===== src/hw/rtl/saop_pkg.sv =====
// ----------------------------------------------------------------------------
// saop_pkg
// Types and constants shared by the sensor advertisement object parser.
// ----------------------------------------------------------------------------
package saop_pkg;

    localparam int MAC_W     = 48;
    localparam int BYTE_W    = 8;
    localparam int TEMP_W    = 16;
    localparam int CFG_IDX_W = 1;
    localparam int CFG_DATA_W = MAC_W;

    localparam logic [CFG_IDX_W-1:0] CFG_IDX_FILTER_ON  = 1'd0;
    localparam logic [CFG_IDX_W-1:0] CFG_IDX_MATCH_ADDR = 1'd1;

    localparam logic [BYTE_W-1:0] SERVICE_ID_LO = 8'hD2;
    localparam logic [BYTE_W-1:0] SERVICE_ID_HI = 8'hFC;

    localparam logic [BYTE_W-1:0] OBJ_PACKET_ID   = 8'h00;
    localparam logic [BYTE_W-1:0] OBJ_BATTERY     = 8'h01;
    localparam logic [BYTE_W-1:0] OBJ_HUMIDITY    = 8'h2E;
    localparam logic [BYTE_W-1:0] OBJ_BUTTON      = 8'h3A;
    localparam logic [BYTE_W-1:0] OBJ_TEMPERATURE = 8'h45;

    typedef struct packed {
        logic [BYTE_W-1:0]        data_byte;
        logic                     last_byte;
        logic [MAC_W-1:0]         source_mac;
        logic signed [BYTE_W-1:0] signal_strength;
    } in_beat_t;

    typedef struct packed {
        logic                     frame_accepted;
        logic [BYTE_W-1:0]        battery_percent;
        logic                     battery_seen;
        logic [BYTE_W-1:0]        humidity_percent;
        logic                     humidity_seen;
        logic [BYTE_W-1:0]        button_event;
        logic                     button_seen;
        logic signed [TEMP_W-1:0] temperature_tenths;
        logic                     temperature_seen;
        logic [MAC_W-1:0]         sender_address;
        logic signed [BYTE_W-1:0] frame_signal;
    } out_beat_t;

    typedef struct packed {
        logic             mac_filter_on;
        logic [MAC_W-1:0] match_addr;
    } cfg_t;

endpackage


===== src/hw/rtl/saop_frame_parser.sv =====
// ----------------------------------------------------------------------------
// saop_frame_parser
// Frame state registers and per-byte header check and object decode.
// ----------------------------------------------------------------------------
module saop_frame_parser (
    input  logic                 aclk,
    input  logic                 aresetn,
    input  saop_pkg::cfg_t       cfg,
    input  logic                 beat_fire,
    input  saop_pkg::in_beat_t   beat,
    output saop_pkg::out_beat_t  result
);

    typedef enum logic [1:0] {
        HDR_ID_LO,
        HDR_ID_HI,
        HDR_DEV_INFO,
        HDR_OBJECTS
    } hdr_t;

    typedef enum logic [2:0] {
        PH_ID,
        PH_SKIP,
        PH_BATT,
        PH_HUM,
        PH_BTN,
        PH_TLO,
        PH_THI,
        PH_STOP
    } phase_t;

    hdr_t                                 hdr_reg, hdr_next;
    phase_t                               phase_reg, phase_next;
    logic                                 dropped_reg, dropped_next;
    logic [saop_pkg::BYTE_W-1:0]          tlo_reg, tlo_next;
    logic [saop_pkg::BYTE_W-1:0]          batt_reg, batt_next;
    logic [saop_pkg::BYTE_W-1:0]          hum_reg, hum_next;
    logic [saop_pkg::BYTE_W-1:0]          btn_reg, btn_next;
    logic [saop_pkg::TEMP_W-1:0]          temp_reg, temp_next;
    logic [3:0]                           seen_reg, seen_next;
    logic [saop_pkg::MAC_W-1:0]           addr_reg, addr_next;
    logic [saop_pkg::BYTE_W-1:0]          sig_reg, sig_next;

    always_comb begin
        hdr_next     = hdr_reg;
        phase_next   = phase_reg;
        dropped_next = dropped_reg;
        tlo_next     = tlo_reg;
        batt_next    = batt_reg;
        hum_next     = hum_reg;
        btn_next     = btn_reg;
        temp_next    = temp_reg;
        seen_next    = seen_reg;
        addr_next    = addr_reg;
        sig_next     = sig_reg;

        case (hdr_reg)
            HDR_ID_LO: begin
                addr_next = beat.source_mac;
                sig_next  = beat.signal_strength;
                if (beat.data_byte != saop_pkg::SERVICE_ID_LO || beat.last_byte
                        || (cfg.mac_filter_on && beat.source_mac != cfg.match_addr)) begin
                    dropped_next = 1'b1;
                end
                hdr_next = HDR_ID_HI;
            end
            HDR_ID_HI: begin
                if (beat.data_byte != saop_pkg::SERVICE_ID_HI || beat.last_byte) begin
                    dropped_next = 1'b1;
                end
                hdr_next = HDR_DEV_INFO;
            end
            HDR_DEV_INFO: begin
                if (beat.data_byte[0]) begin
                    dropped_next = 1'b1;
                end
                hdr_next = HDR_OBJECTS;
            end
            default: begin
                if (!dropped_reg) begin
                    case (phase_reg)
                        PH_ID: begin
                            case (beat.data_byte)
                                saop_pkg::OBJ_PACKET_ID:   phase_next = PH_SKIP;
                                saop_pkg::OBJ_BATTERY:     phase_next = PH_BATT;
                                saop_pkg::OBJ_HUMIDITY:    phase_next = PH_HUM;
                                saop_pkg::OBJ_BUTTON:      phase_next = PH_BTN;
                                saop_pkg::OBJ_TEMPERATURE: phase_next = PH_TLO;
                                default:                   phase_next = PH_STOP;
                            endcase
                        end
                        PH_SKIP: phase_next = PH_ID;
                        PH_BATT: begin
                            batt_next    = beat.data_byte;
                            seen_next[0] = 1'b1;
                            phase_next   = PH_ID;
                        end
                        PH_HUM: begin
                            hum_next     = beat.data_byte;
                            seen_next[1] = 1'b1;
                            phase_next   = PH_ID;
                        end
                        PH_BTN: begin
                            btn_next     = beat.data_byte;
                            seen_next[2] = 1'b1;
                            phase_next   = PH_ID;
                        end
                        PH_TLO: begin
                            tlo_next   = beat.data_byte;
                            phase_next = PH_THI;
                        end
                        PH_THI: begin
                            temp_next    = {beat.data_byte, tlo_reg};
                            seen_next[3] = 1'b1;
                            phase_next   = PH_ID;
                        end
                        default: phase_next = PH_STOP;
                    endcase
                end
            end
        endcase
    end

    always_comb begin
        result = '0;
        if (!dropped_next) begin
            result.frame_accepted     = 1'b1;
            result.battery_seen       = seen_next[0];
            result.battery_percent    = seen_next[0] ? batt_next : '0;
            result.humidity_seen      = seen_next[1];
            result.humidity_percent   = seen_next[1] ? hum_next : '0;
            result.button_seen        = seen_next[2];
            result.button_event       = seen_next[2] ? btn_next : '0;
            result.temperature_seen   = seen_next[3];
            result.temperature_tenths = seen_next[3] ? temp_next : '0;
            result.sender_address     = addr_next;
            result.frame_signal       = sig_next;
        end
    end

    always_ff @(posedge aclk) begin
        if (!aresetn || (beat_fire && beat.last_byte)) begin
            hdr_reg     <= HDR_ID_LO;
            phase_reg   <= PH_ID;
            dropped_reg <= 1'b0;
            tlo_reg     <= '0;
            batt_reg    <= '0;
            hum_reg     <= '0;
            btn_reg     <= '0;
            temp_reg    <= '0;
            seen_reg    <= '0;
            addr_reg    <= '0;
            sig_reg     <= '0;
        end else if (beat_fire) begin
            hdr_reg     <= hdr_next;
            phase_reg   <= phase_next;
            dropped_reg <= dropped_next;
            tlo_reg     <= tlo_next;
            batt_reg    <= batt_next;
            hum_reg     <= hum_next;
            btn_reg     <= btn_next;
            temp_reg    <= temp_next;
            seen_reg    <= seen_next;
            addr_reg    <= addr_next;
            sig_reg     <= sig_next;
        end
    end

endmodule


===== src/hw/rtl/saop_result_buffer.sv =====
// ----------------------------------------------------------------------------
// saop_result_buffer
// Output register with one skid stage for result beats.
// ----------------------------------------------------------------------------
module saop_result_buffer (
    input  logic                 aclk,
    input  logic                 aresetn,
    input  logic                 push,
    input  saop_pkg::out_beat_t  push_data,
    output logic                 has_room,
    output logic                 m_valid,
    input  logic                 m_ready,
    output saop_pkg::out_beat_t  m_data
);

    logic                 out_valid_reg;
    logic                 skid_valid_reg;
    saop_pkg::out_beat_t  out_data_reg;
    saop_pkg::out_beat_t  skid_data_reg;
    logic                 pop;

    assign pop      = out_valid_reg && m_ready;
    assign has_room = !skid_valid_reg;
    assign m_valid  = out_valid_reg;
    assign m_data   = out_data_reg;

    always_ff @(posedge aclk) begin
        if (!aresetn) begin
            out_valid_reg  <= 1'b0;
            skid_valid_reg <= 1'b0;
        end else if (!out_valid_reg || pop) begin
            if (skid_valid_reg) begin
                out_valid_reg  <= 1'b1;
                skid_valid_reg <= 1'b0;
            end else begin
                out_valid_reg  <= push;
            end
        end else if (push) begin
            skid_valid_reg <= 1'b1;
        end
    end

    always_ff @(posedge aclk) begin
        if (!out_valid_reg || pop) begin
            out_data_reg <= skid_valid_reg ? skid_data_reg : push_data;
        end else if (push) begin
            skid_data_reg <= push_data;
        end
    end

endmodule


===== src/hw/rtl/sensor_advert_object_parser_top.sv =====
// ----------------------------------------------------------------------------
// sensor_advert_object_parser_top
// Byte-stream parser for plaintext sensor advertisement service data.
// ----------------------------------------------------------------------------
// Input channel s_*: one service-data byte per beat, starting at the two
// identifier bytes, with the sender address and signal strength alongside;
// s_data.last_byte marks the final byte of the frame.
// Result channel m_*: one beat per frame, issued for the byte marked last,
// carrying the decoded objects, the seen flags and the latched sender data.
// Configuration: cfg_wr_en writes cfg_wdata to register cfg_index
// (0 = address filter enable, 1 = target address) at the clock edge.
// Throughput: one byte per cycle while s_ready is high; the frame state update
// is a single pass of logic between the frame state registers. Latency: the
// result beat is valid the cycle after the last byte is taken if the output
// register is empty or being read, else it waits in the skid entry. These
// two entries keep s_ready high while one waits, dropping it only when full.
// Reset (aresetn low, synchronous): frame state, filter enable and target
// address clear, and the result buffer empties.
// ----------------------------------------------------------------------------
module sensor_advert_object_parser_top (
    input  logic                                aclk,
    input  logic                                aresetn,
    input  logic                                cfg_wr_en,
    input  logic [saop_pkg::CFG_IDX_W-1:0]      cfg_index,
    input  logic [saop_pkg::CFG_DATA_W-1:0]     cfg_wdata,
    input  logic                                s_valid,
    output logic                                s_ready,
    input  saop_pkg::in_beat_t                  s_data,
    output logic                                m_valid,
    input  logic                                m_ready,
    output saop_pkg::out_beat_t                 m_data
);

    saop_pkg::cfg_t       cfg_reg;
    saop_pkg::out_beat_t  result;
    logic                 beat_fire;

    assign beat_fire = s_valid && s_ready;

    always_ff @(posedge aclk) begin
        if (!aresetn) begin
            cfg_reg <= '0;
        end else if (cfg_wr_en) begin
            case (cfg_index)
                saop_pkg::CFG_IDX_FILTER_ON:  cfg_reg.mac_filter_on <= cfg_wdata[0];
                saop_pkg::CFG_IDX_MATCH_ADDR: cfg_reg.match_addr    <= cfg_wdata;
                default: ;
            endcase
        end
    end

    saop_frame_parser u_parser (
        .aclk      (aclk),
        .aresetn   (aresetn),
        .cfg       (cfg_reg),
        .beat_fire (beat_fire),
        .beat      (s_data),
        .result    (result)
    );

    saop_result_buffer u_result (
        .aclk      (aclk),
        .aresetn   (aresetn),
        .push      (beat_fire && s_data.last_byte),
        .push_data (result),
        .has_room  (s_ready),
        .m_valid   (m_valid),
        .m_ready   (m_ready),
        .m_data    (m_data)
    );

endmodule


===== config.mk =====
export PLATFORM = sky130hd
export DESIGN_NAME = sensor_advert_object_parser_top
export DESIGN_NICKNAME = d
export VERILOG_FILES = /design/src/hw/rtl/saop_pkg.sv /design/src/hw/rtl/saop_frame_parser.sv /design/src/hw/rtl/saop_result_buffer.sv /design/src/hw/rtl/sensor_advert_object_parser_top.sv
export SDC_FILE = /design/constraint.sdc
export NUM_CORES = 1
export LEC_CHECK = 0
export ABC_AREA = 1
export BUFFER_PORTS_ARGS = -buffer_cell sky130_fd_sc_hd__buf_2
export CORE_MARGIN = 3
export CORE_UTILIZATION = 25
export CTS_CLUSTER_SIZE = 24
export DETAILED_ROUTE_END_ITERATION = 8
export HOLD_SLACK_MARGIN = 0.05
export PLACE_DENSITY = 0.44
export SYNTH_ARGS = -nofsm -noshare
export SYNTH_HDL_FRONTEND = slang
export SYNTH_SLANG_ARGS = --single-unit

===== constraint.sdc =====
create_clock -name aclk -period 13.9 [get_ports aclk]
set_clock_uncertainty 0.1 [all_clocks]
set_input_delay 3.475 -clock aclk [delete_from_list [all_inputs] [get_ports aclk]]
set_output_delay 3.475 -clock aclk [all_outputs]
set_load 0.03 [all_outputs]

==> run metrics, run 1 <==
Place WS=6.840 ns; Resized Gates After CTS=0; DIE WIDTH=between 200 and 300 um; area of the multi-input gates=slightly below 6000 sq um; unrepaired setup endpoints after global routing=no; Seq cells post-synth=367; clk buf depth=3; number of remaining DRC errors=0; sequential area share after synthesis=56.75%; hold buffer count at cts=0; Final Cycle Share=a little under half; FILL cells=6958; Pwr Density=141.6 nW/um^2; Peak VDD IR=72.23 uV; first-pass GRT wire length=77640 um; clock-pin slew on the worst setup and hold paths=about 0.060 ns; Static Leak=between 8 and 9 nW; Hold Vio Cnt, Final=0; storage element area=9373 sq um; Avg Cell Area, Syn=8.823 sq um; Hold Path Cell Cnt=2; outcome=finished clean; Initial Utilization=25.42%; CP arrival=6.64 ns; worst path bufs/invs=2; Core Util, Final=30.30%; library cells used by synthesis=31; Core Area=64930 sq um; first-iteration detailed-routing DRC count=795; clock sink count=~370; Clock Latency Late Sink=between 0.5 and 0.6 ns; critical-path cell list=buf_2, xnor2_1, nand2_1, nor2_1, nand2_1, nor2_1, nand3_1, nand2_1, nand2_1, nand2_4, nand2_4, buf_4, nor3_1; die height=roughly 260 um; cell area after synthesis=about 17000 sq um; PortBufs=221; CTS Buf Count=45; maximum operating frequency=between 150 and 200 MHz; share of layout cells above drive strength 1=about 17%; top cell type by total area after synthesis=edfxtp_1; R2R depth=9; First-pass DRT Iterations=5; critical path peak fanout=53; worst slew pin tran=0.9712 ns; YS warnings=0; WP data required=14.18 ns; number of H-tree levels=2; Final GP Congestion=0.8531; Max-Cap Viols=0; CTS tree=yes; Mapped Nets=around 2000; DIE AREA=69150 sq um; Post-Syn Instances=1871; via density per instance=around 4.4; largest cells by area after synthesis=edfxtp_1, dfxtp_1, nand2_1; Layout area overhead=19.18%; Slowest cell on crit path=nand2_4; wire length per cell=17.36 um; most frequent CP cell=nand2_1; crit path time final=around 6.4 ns; initial antenna violation count=3; Setup crit end kind=flip-flop; Final nets=2153; Vias=between 10000 and 15000; post-route ant nets=0; critical path class=in2reg; vias in the first global route=12730; Setup crit start kind=input pin; HPWL after DPL=around 33000 um; Final setup viols=0; pin count of the biggest net entering global routing=88; Slowest Stage Delay on Critical Path=~0.57 ns; Row Count=93; crit-path leading delay family=simple AND/OR/NAND/NOR gates; IO Count=222; max_slew headroom=35.19%; total grt overflow=0; total negative slack=0 ns; final wirelength=between 50000 and 60000 um; root buf cell=clkbuf_16; HP Class=reg2reg; overall routing resource usage=14.23%; Slew Viols, Final=0; post-CTS setup repair buffer count=0; Crit path depth=13; setup ws final=7.544 ns; Synth top area share=around 37%
[stage by stage]
stage | hold WS, ns | total power (W) | area [sq um] | instances
after floorplan | 0.3359 | 0.001518 | 16510 | 1871
after global placement | 0.3523 | 0.001640 | 18200 | 2837
after detailed placement | 0.3571 | 0.001645 | 18200 | 2837
after CTS | 0.3658 | 0.002840 | 19670 | 2921
after global routing | 0.4014 | 0.002923 | 19670 | 2921
final | 0.3621 | 0.002786 | 19680 | 2923
[area by class of cell]
class / instances / share of cell area (%)
Antenna cell: 2 / 0.02544
Clock buffer: 76 / 7.002
Clock inverter: 8 / 0.4706
Inverter: 201 / 3.905
Multi-Input combinational cell: 1177 / 29.29
Sequential cell: 367 / 47.64
Tap cell: 855 / 5.437
Timing Repair Buffer: 237 / 6.232
[synth_stat cells, drive strengths merged]
| cell type | number |
|---|---|
| nor2 | 223 |
| nand4 | 104 |
| clkbuf | 78 |
| dfxtp | 165 |
| nor4 | 1 |
| xnor2 | 37 |
| a31oi | 3 |
| o21ai | 194 |
| a221oi | 1 |
| nor3 | 44 |
| a21oi | 100 |
| buf | 48 |
| ha | 5 |
| nor4b | 1 |
| o211ai | 40 |
| inv | 201 |
| edfxtp | 202 |
| nand2 | 407 |
| mux2i | 8 |
| a211oi | 1 |
| nand3 | 8 |
[layer usage]
layer | up-vias | global-route usage, % | part of all wire, %
met5 | - | 0 | 0.026
met4 | 2 | 2.742 | 1.5
met3 | 61 | 3.093 | 5.5
met2 | 297 | 22.78 | 45
met1 | 6090 | 19.87 | 48
li1 | 6557 | - | -
[cells in the final DEF (no fill, tap or decap), types with 2 or more instances in the layout]
cell / n
o21ai_0: 191
xnor2_1: 37
nand2_2: 3
nor2_1: 217
bufinv_16: 2
buf_4: 16
clkinv_2: 5
nand2_4: 2
clkbuf_16: 49
clkbuf_1: 22
a21oi_1: 94
inv_6: 2
nand4_1: 104
clkbuf_8: 5
inv_1: 191
nor2_2: 3
a21oi_2: 6
mux2i_1: 8
inv_2: 5
nand2_1: 402
nor3_1: 23
buf_2: 221
ha_1: 4
a31oi_1: 3
o211ai_1: 40
nand3_1: 8
nor2_4: 3
nor3_2: 21
edfxtp_1: 202
o21ai_1: 3
dfxtp_1: 164
diode_2: 2
inv_4: 3
[final timing paths]
check | to | slack, ns | start
max reg2reg | u_result.skid_data_reg[92]$_DFFE_PP_ | 10.06 | u_parser.hdr_reg[0]$_SDFFE_PP0P_
min | u_parser.seen_reg[1]$_SDFFE_PP0P_ | 0.36 | u_parser.seen_reg[1]$_SDFFE_PP0P_
max | u_result.skid_data_reg[92]$_DFFE_PP_ | 7.54 | s_data[44]
min reg2reg | u_parser.seen_reg[1]$_SDFFE_PP0P_ | 0.36 | u_parser.seen_reg[1]$_SDFFE_PP0P_
[kinds of logic after synthesis]
group           share of synthesized area [%]
buf+inv                                 8.534
simple gates                            20.80
compound gates                          11.08
mux                                    0.4851
xor+xnor                                1.963
flops                                   56.75
fa+ha+maj                              0.3790
[worst min-delay path, stage by stage, from the launching register on]
cell	delay [ns]
dfxtp_1	0.30
inv_1	0.06
a21oi_1	0.06
[power by group]
part           leakage (nW)  switching [W]  internal [W]
combinational          4.48       0.000274     0.0000972
clock                 0.716       0.000463      0.000710
sequential             3.40      0.0000296       0.00121
total                  8.60       0.000767       0.00202
Note: power is estimated with default switching activity, not from simulation.
==> run 2, diff against run 1 <==
==> constraint.sdc (replaced) <==
create_clock -name aclk -period 6.5 [get_ports aclk]
set_clock_uncertainty 0.1 [all_clocks]
set_input_delay 1.625 -clock aclk [delete_from_list [all_inputs] [get_ports aclk]]
set_output_delay 1.625 -clock aclk [all_outputs]
set_load 0.03 [all_outputs]
==> run 2 against run 1 <==
Power grew 120%. Core utilization grew 0.073 points. Worst hold slack gained 0.0096 ns. Largest power group unchanged. Die area is the same. Global-route usage grew 0.087 points.
==> run metrics, run 2 (synthesized netlist as in run 1, its figures left out) <==
outcome=finished clean; Psw=0.001655 W; Seq pwr share=44.1%; Clock Latency Late Sink=0.57 ns; total grt overflow=0; pin count of the biggest net entering global routing=roughly 110; Final GP Congestion=between 0.7 and 0.8; PortBufs=221; Core Util, Final=just over 30%; most frequent cells in the layout=nand2_1, buf_2, nor2_1, edfxtp_1; first-iteration detailed-routing DRC count=952; critical path peak fanout=54; Static Leak=8.617 nW; hold buffer count at cts=0; clk buf depth=3; post-CTS setup repair buffer count=0; Initial Utilization=25.42%; wire length per cell=17.24 um; Slew Viols, Final=0; initial antenna violation count=2; Peak VDD IR=155.6 uV; IO Count=between 200 and 250; combinational share of power=13.1%; Layout area overhead=19.47%; max_slew headroom=33.62%; critical-path cell list=buf_2, inv_1, nand4_1, o21ai_0, a31oi_1, nand2_4, nand2_4, buf_4, o21ai_0; dpl cells=2837; DIE WIDTH=263.0 um; Hold Vio Cnt, Final=0; overall routing resource usage=14.32%; Layout Cells excl Fill=2920; Vias=13030; First-pass DRT Iterations=5; number of remaining DRC errors=0; CTS tree=yes; share of layout cells above drive strength 1=17.14%; DIE AREA=69150 sq um; HP Class=reg2reg; die height=263.0 um; clock sink count=367; Pwr Density=305.7 nW/um^2; critical path class=in2reg; Row Count=93; Setup crit end kind=flip-flop; antenna cells=0; HPWL after DPL=33470 um; worst slew pin tran=about 1.0 ns; WP data required=6.69 ns; Slowest cell on crit path=nand2_4; Internal=0.004373 W; Final nets=2153; Slowest Stage Delay on Critical Path=0.64 ns; commonest non-fill, non-tap cell in the layout=nand2_1; first-pass GRT wire length=78440 um; switching share of power=27.45%; Resized Gates After CTS=0; Max-Cap Viols=0; Final Cycle Share=between 60 and 70%; via density per instance=4.463; crit path time final=~4.3 ns; post-route ant nets=0; final wirelength=50340 um; Core Area=64930 sq um; CTS Buf Count=45; number of H-tree levels=2; Final setup viols=0; unrepaired setup endpoints after global routing=no; CP arrival=4.49 ns; root buf cell=clkbuf_16; Setup crit start kind=input pin; clock-pin slew on the worst setup and hold paths=0.06 ns; vias in the first global route=12730; maximum operating frequency=232.2 MHz; clock share of power=42.8%
run 2: critical path, delay by kind of cell:
kind,cells,cell delay (ns)
buffers and inverters,3,0.76
AND/OR/NAND/NOR,3,1.20
AO/OA/AOI/OAI,3,0.84
run 2: power by group through the flow:
| stage | Combinational, W | Sequential [W] | Clock (W) |
|---|---|---|---|
| detailed placement | 0.000810 | 0.00271 | 0 |
| global placement | 0.000801 | 0.00271 | 0 |
| global route | 0.000887 | 0.00267 | 0.00277 |
| floorplan | 0.000433 | 0.00281 | 0 |
| CTS | 0.000811 | 0.00266 | 0.00267 |
| finish | 0.000790 | 0.00266 | 0.00258 |
run 2: area by class of cell:
type	instances	area, sq um
timing repair buffer	237	1226
inverter	201	768.2
tap	855	1070
sequential	367	9373
clock buffer	65	1325
clock inverter	18	197.7
multi-input combinational	1177	5763
fill	6899	45210
run 2: final timing paths:
| kind | startpoint | to | slack [ns] | depth (start not counted) |
|---|---|---|---|---|
| max | s_data[58] | u_result.m_data[100]$_DFFE_PP_ | 2.19 | 9 |
| min | cfg_reg[17]$_SDFFE_PN0P_ | cfg_reg[17]$_SDFFE_PN0P_ | 0.37 | 2 |
| min reg2reg | cfg_reg[17]$_SDFFE_PN0P_ | cfg_reg[17]$_SDFFE_PN0P_ | 0.37 | 2 |
| max reg2reg | u_result.skid_valid_reg$_SDFFE_PP0P_ | u_parser.addr_reg[4]$_SDFFE_PP0P_ | 2.27 | 9 |
run 2: layer usage:
metal / global-route usage, % / share of wire, % / routed length, um
met1: 19.63 / 47 / 23730
met2: 22.95 / 46 / 23070
met3: 3.103 / 4.8 / 2418
met4: 3.636 / 2.2 / 1098
met5: 0 / 0.042 / 21
run 2: stage by stage:
step                TNS [ns]  instance area, sq um  total power [W]  setup slack (ns)  hold WS, ns
finish                     0                 19720         0.006028             2.194       0.3716
global route               0                 19720         0.006325             1.745       0.3929
CTS                        0                 19720         0.006143             2.077       0.3740
detailed placement         0                 18200         0.003521             1.468       0.3642
global placement           0                 18200         0.003510             1.479       0.3545
floorplan            -178.76                 16510         0.003247            -1.770       0.3359
==> run 3, diff against run 2 <==
--- a/config.mk
+++ b/config.mk
@@ -12,7 +12,7 @@
 export CTS_CLUSTER_SIZE = 24
 export DETAILED_ROUTE_END_ITERATION = 8
 export HOLD_SLACK_MARGIN = 0.05
-export PLACE_DENSITY = 0.44
+export PLACE_DENSITY = 0.46
 export SYNTH_ARGS = -nofsm -noshare
 export SYNTH_HDL_FRONTEND = slang
 export SYNTH_SLANG_ARGS = --single-unit
==> constraint.sdc (replaced) <==
create_clock -name aclk -period 3.6 [get_ports aclk]
set_clock_uncertainty 0.1 [all_clocks]
set_input_delay 0.9 -clock aclk [delete_from_list [all_inputs] [get_ports aclk]]
set_output_delay 0.9 -clock aclk [all_outputs]
set_load 0.03 [all_outputs]
==> run 3 against run 2 <==
First-iteration DRC count decreased by 24%. Clock power increased by 77%. Setup slack got worse by 1.6 ns. Power is 80% higher. Wire length decreased by 1.4%. Cell count grew 0.45%. Design area rose by 0.81%. Combinational power increased by 84%. Register-to-register slack worse by 1.7 ns. Via count up 0.25%. Count of clock-buffer cells in the layout is 9 higher. Critical path depth rose by 2. Largest power group unchanged.
==> run metrics, run 3 (synthesized netlist as in run 1, its figures left out) <==
outcome=finished clean; storage element area=around 9400 sq um; IO Count=222; most frequent cells in the layout=nand2_1, buf_2, nor2_1, edfxtp_1; PortBufs=221; clock sink count=367; wire length per cell=16.93 um; Slew Viols, Final=0; number of H-tree levels=2; Max-Cap Viols=0; Final setup viols=0; First-pass DRT Iterations=5; FILL cells=6961; share of layout cells above drive strength 1=17.62%; HP Class=reg2reg; Setup crit end kind=flip-flop; Setup crit start kind=flip-flop; Core Area=about 65000 sq um; Resized Gates After CTS=0; Hold Vio Cnt, Final=0; Static Leak=8.708 nW; Hold Path Origin=u_parser.seen_reg[0]$_SDFFE_PP0P_; Row Count=93; Initial Utilization=between 20% and 30%; Clock Latency Late Sink=0.57 ns; total grt overflow=0; Layout area overhead=20.44%; worst slew pin tran=~1.2 ns; Place WS=roughly 0.17 ns; CTS tree=yes; commonest non-fill, non-tap cell in the layout=nand2_1; first-iteration detailed-routing DRC count=725; Final nets=2165; Hold Path Cell Cnt=2; HPWL after DPL=33180 um; via density per instance=between 4 and 5; vias in the first global route=12930; r2r setup slk=0.58 ns; unrepaired setup endpoints after global routing=no; initial antenna violation count=5; die height=roughly 260 um; root buf cell=clkbuf_16; Crit Reg-Reg Startpoint=u_parser.hdr_reg[0]$_SDFFE_PP0P_; Final Cycle Share=between 80 and 90%; first-pass GRT wire length=77130 um; clock-pin slew on the worst setup and hold paths=0.06 ns; CP arrival=3.34 ns; setup ws final=roughly 0.58 ns; CTS Buf Count=between 40 and 50; DIE WIDTH=about 260 um; max_slew headroom=21.16%; clk buf depth=3; critical path peak fanout=69; Setup crit start=u_parser.hdr_reg[0]$_SDFFE_PP0P_; overall routing resource usage=14.09%; area of the multi-input gates=5763 sq um; R2R depth=11; pin count of the biggest net entering global routing=197; Final GP Congestion=0.8053; hold endpoint=u_parser.seen_reg[0]$_SDFFE_PP0P_; hold buffer count at cts=0; Core Util, Final=30.62%; critical path class=reg2reg; Vias=13070; Pwr Density=544.3 nW/um^2; number of remaining DRC errors=0; crit path time final=3.024 ns; DIE AREA=69150 sq um; final wirelength=49640 um; maximum operating frequency=330.6 MHz; Reg-to-Reg End=u_result.m_data[39]$_DFFE_PP_; WP data required=about 4 ns; post-CTS setup repair buffer count=0; post-route ant nets=0; Peak VDD IR=296.2 uV
run 3: where the power goes:
group          switching (W)  internal [W]
sequential          0.000129       0.00468
combinational        0.00104      0.000410
clock                0.00178       0.00278
total                0.00295       0.00787
run 3: layout make-up:
class                      instances  area share, %
sequential                       367          47.14
multi-input combinational       1177          28.99
timing repair buffer             249          7.061
clock buffer                      74          7.023
tap                              855          5.380
inverter                         201          3.864
clock inverter                     9         0.5349
antenna                            1        0.01259
run 3: worst max path at each step:
stage                                               end  slack [ns]  cells past startpoint
floorplan           u_result.skid_data_reg[0]$_DFFE_PP_       -3.94                      3
global placement          u_result.m_data[46]$_DFFE_PP_        0.20                     16
detailed placement        u_result.m_data[39]$_DFFE_PP_        0.17                     16
CTS                       u_result.m_data[39]$_DFFE_PP_        0.53                     11
global route              u_result.m_data[38]$_DFFE_PP_        0.38                     11
finish                    u_result.m_data[39]$_DFFE_PP_        0.58                     11
run 3: metrics by stage:
step / total power (W) / hold slack (ns) / TNS [ns] / cell area, sq um / instances
global route: 0.01137 / 0.3925 / 0 / 19880 / 2932
CTS: 0.01105 / 0.3635 / 0 / 19880 / 2932
global placement: 0.006365 / 0.3480 / 0 / 18380 / 2849
finish: 0.01082 / 0.3613 / 0 / 19880 / 2933
floorplan: 0.005863 / 0.3359 / -398.44 / 16510 / 1871
detailed placement: 0.006385 / 0.3548 / 0 / 18380 / 2849
run 3: per-layer routing:
metal / vias to the layer above / share of wire, % / GRT usage, %
met4: 8 / 1.7 / 3.233
met5: - / 0.11 / 0
met2: 305 / 47 / 23.25
met3: 64 / 5.7 / 3.430
li1: 6587 / - / -
met1: 6101 / 46 / 18.65
run 3: worst max-delay path, stage by stage, from the launching register on:
cell and delay [ns]:
dfxtp_1 0.39, inv_1 0.12, ha_4 0.27, nor4_1 0.28
nor4b_2 0.46, buf_4 0.21, nand2_1 0.09, nand2_4 0.11
buf_12 0.30, buf_4 0.29, nand4_1 0.10, nand2_1 0.11
